[src/piq_pkg.sv]
`default_nettype none
package piq_pkg;

   // default coordinate width
   localparam int COORD_BITS_DEFAULT = 16;

   // op codes of a query item
   localparam logic OP_TRIANGLE   = 1'b0;
   localparam logic OP_QUADRANGLE = 1'b1;

   // sign of the two components of a direction vector
   typedef struct packed {
      logic x_pos;
      logic x_neg;
      logic y_pos;
      logic y_neg;
   } dir_flags_type;

   // true when two vectors point the same way in x or in y
   function automatic logic same_way(dir_flags_type u, dir_flags_type v);
      return (u.x_pos & v.x_pos) | (u.x_neg & v.x_neg) |
             (u.y_pos & v.y_pos) | (u.y_neg & v.y_neg);
   endfunction

endpackage
`default_nettype wire

[src/piq_tri_decide.sv]
`default_nettype none
// Inside decision for one triangle from its registered partial products.
module piq_tri_decide #(
   parameter int COORD_BITS = piq_pkg::COORD_BITS_DEFAULT
) (
   input  wire logic signed [2*COORD_BITS+1:0] p_ab_xy,
   input  wire logic signed [2*COORD_BITS+1:0] p_ab_yx,
   input  wire logic signed [2*COORD_BITS+1:0] p_bc_xy,
   input  wire logic signed [2*COORD_BITS+1:0] p_bc_yx,
   input  wire logic signed [2*COORD_BITS+1:0] p_ca_xy,
   input  wire logic signed [2*COORD_BITS+1:0] p_ca_yx,
   input  wire piq_pkg::dir_flags_type         flags_a,
   input  wire piq_pkg::dir_flags_type         flags_b,
   input  wire piq_pkg::dir_flags_type         flags_c,
   output logic                                in_tri
);
   import piq_pkg::*;

   localparam int CW = 2 * COORD_BITS + 3;

   logic signed [CW-1:0] c_ab, c_bc, c_ca;
   logic                 z_ab, z_bc, z_ca;
   logic                 pos_ab, pos_bc, pos_ca;
   logic                 check_a, check_b;

   always_comb begin
      c_ab   = CW'(p_ab_xy) - CW'(p_ab_yx);
      c_bc   = CW'(p_bc_xy) - CW'(p_bc_yx);
      c_ca   = CW'(p_ca_xy) - CW'(p_ca_yx);
      z_ab   = (p_ab_xy == p_ab_yx);
      z_bc   = (p_bc_xy == p_bc_yx);
      z_ca   = (p_ca_xy == p_ca_yx);
      pos_ab = !c_ab[CW-1] && !z_ab;
      pos_bc = !c_bc[CW-1] && !z_bc;
      pos_ca = !c_ca[CW-1] && !z_ca;
      // with no zero edge, each check wants exactly one positive term
      check_a = pos_ca ^ !pos_ab;
      check_b = pos_ab ^ !pos_bc;
      // the first collinear edge in walk order decides alone
      if (z_ab) begin
         in_tri = !same_way(flags_a, flags_b);
      end else if (z_bc) begin
         in_tri = !same_way(flags_b, flags_c);
      end else if (z_ca) begin
         in_tri = !same_way(flags_c, flags_a);
      end else begin
         in_tri = check_a & check_b;
      end
   end
endmodule
`default_nettype wire

[config.mk]
export PLATFORM = sky130hd
export DESIGN_NAME = piq_tri_decide
export DESIGN_NICKNAME = d
export VERILOG_FILES = /design/src/piq_pkg.sv /design/src/piq_tri_decide.sv
export SDC_FILE = /design/constraint.sdc
export NUM_CORES = 1
export LEC_CHECK = 0
export BUFFER_PORTS_ARGS = -buffer_cell sky130_fd_sc_hd__buf_2
export CORE_ASPECT_RATIO = 0.6
export CORE_UTILIZATION = 42
export DETAILED_ROUTE_END_ITERATION = 16
export PLACE_DENSITY_LB_ADDON = 0.05
export SETUP_SLACK_MARGIN = 0.05
export SLEW_MARGIN = 20
export SYNTH_ARGS = -nofsm -noshare
export SYNTH_HDL_FRONTEND = slang
export SYNTH_SLANG_ARGS = --single-unit
export TNS_END_PERCENT = 10
[constraint.sdc]
create_clock -name vclk -period 4
set_clock_uncertainty 0.15 [all_clocks]
set_input_delay 0.6 -clock vclk [all_inputs]
set_output_delay 0.6 -clock vclk [all_outputs]
set_load 0.05 [all_outputs]
==> results.ini <==
[floorplanning]
num_rows = 22
design.die.area_um2 = 6850
initial_core_util = 0.442
pin_count = 217
core_um2 = 6190
die_y_um = 64.5
die_w_um = 106

[setup_path]
required_ns = 3.25
critPathLaunch = p_ca_xy[21]
path_class = input port to output pin
cp-end-kind = output pin
cp_slowest_stage_delay_ns = 0.35
cp_top_family = compound AO/OA/AOI/OAI gates
crit_path_max_fanout = 3
crit_slowest_cell = a221o_1
cp.buffers_inverters = 2
startpoint_type = input port
cp.arrival_ns = 3.02
crit_chain = buf_2 > ha_1 > a21oi_2 > o21ai_1 > a221o_1 > a211o_1 > o21a_1 > nor4_2 > o21ai_1 > a21oi_1 > o22a_1 > buf_2
crit_cells = 12

[power]
intPower_mw = 0.189
pwr_density_cell_nw_per_um2 = 91.8
clkPwrFrac = 0
combinationalPowerShare = 1.000
ir_drop_mv = 0.0423
sequentialPowerShare = 0
power.switching_mw = 0.174
power_leakage_nw = 2.55
swShare = 0.480

[sta]
clock.fmax_ghz = 0.265
maxSlewViolCount = 0
final-setup-viol-count = 0
period_share = 0.942
rsz0062_at_grt = false
worst_hold_slack_ns = 1.60
max_slew.worst_pin.slew_ns = 0.523
fin_setup_tns_ns = 0
hold_viol = 0
slew_headroom = 0.648
period_needed_ns = 3.77

[cells_and_area]
syn2layout_area_growth_pct = 44.4
drive_gt1_frac = 0.373
nFlopsAndLatches = 0
layout_common_cells = buf_2 (217), inv_1 (107), ha_1 (102)
seqCellArea_um2 = 0
final_common_cell = buf_2
nNetsFinal = 926
clkbuf_count = 0
insertedDiodeCount = 0

[placed_design]
place.gp.congestion = 0.804
dp_hpwl_mm = 7.39
port_buffers = 217

[clock_tree]
post_cts_resized = 0
cts_hold_buf = 0
post_cts_buffers = 0

[logic_synthesis]
syn_area_um2 = 2740
syn_area_per_cell_um2 = 7.03
synth_cell_type_count = 38
yosysSeqAreaShare = 0
yosysWarnings = 0
synth_nets = 707
synth_cells = 389

[detailed_routing]
drt_iter0_drc = 84
viasPerCell = 4.98
drc = 0
postRouteAntennaNets = 0
vias = 3438
drt_pre_antenna_iters = 4
wl_per_cell_um = 11.3
drt-total-wl_mm = 7.83

[grt]
grt_max_degree = 6
grt_pass1_wl_mm = 12.4
grtUsageTotal = 0.213
grt_pass1_vias = 3100
overflow = 0
antenna_found_initial = 0

[min_path]
min_from = flags_a[3]
hold_path.class = input port to output pin
whs_path_depth = 4

[status]
status = finished clean

[run]
maxCapViolations = 0

-- final timing paths --
check	to	slack (ns)
worst max-delay path	in_tri	0.23
worst min-delay path	in_tri	1.60
-- area by class of cell --
class              count  area, µm²
multi-input cells    282       2360
fillers              613       2240
repair buffers       217       1090
inverters            107        402
well taps             84        105
-- kinds of logic (layout without fill, tap and decap cells) --
kind of cell | Yosys count | count (layout) | share of synthesized area
buffers and inverters | 107 | 324 | 0.147
AOI/OAI and AO/OA | 90 | 90 | 0.208
adders and majority gates | 102 | 102 | 0.466
and+or+nand+nor | 90 | 90 | 0.179
-- power by group through the flow --
stage          Clock (mW)  Sequential (mW)  Combinational, mW
2_1_floorplan           0                0              0.201
3_3_place_gp            0                0              0.346
3_5_place_dp            0                0              0.359
4_1_cts                 0                0              0.362
5_1_grt                 0                0              0.418
6_report                0                0              0.363
-- synthesized netlist by cell type (3+ instances only) --
cell type  instances  area share
nor3_1             6       0.011
o21a_1             3      0.0082
o21ai_0           15       0.027
a221oi_1           6       0.019
a21oi_1           36       0.066
ha_1             102        0.47
nand4_1           16       0.037
a211oi_1           5       0.014
and4_1             6       0.019
nor2_1             6      0.0082
nand2_1           29       0.040
inv_1            107        0.15
a22oi_1            4       0.011
nand2b_1           5       0.011
nand3_1            9       0.016
nor4_1             3      0.0069
a21o_1             3      0.0082
o21ai_1            3      0.0055
-- metrics by stage --
step | cell area, µm² | setup WS [ns] | total power, mW | cells | util
2_1_floorplan | 2740 | 0.409 | 0.201 | 389 | -
3_3_place_gp | 3930 | 0.185 | 0.346 | 690 | 0.634
3_5_place_dp | 3930 | 0.192 | 0.359 | 690 | 0.634
4_1_cts | 3930 | 0.154 | 0.362 | 690 | 0.634
5_1_grt | 3950 | 0.0515 | 0.418 | 690 | 0.638
6_report | 3950 | 0.233 | 0.363 | 690 | 0.638
-- routing by layer --
| layer | up-vias | global-route usage | share of wire |
|---|---|---|---|
| met2 | 130 | 0.409 | 0.49 |
| met5 | - | 0 | 0 |
| li1 | 1810 | - | - |
| met4 | 0 | 0.0226 | 0.0065 |
| met1 | 1492 | 0.263 | 0.44 |
| met3 | 6 | 0.0221 | 0.067 |
(Power assumes the default switching activity.)
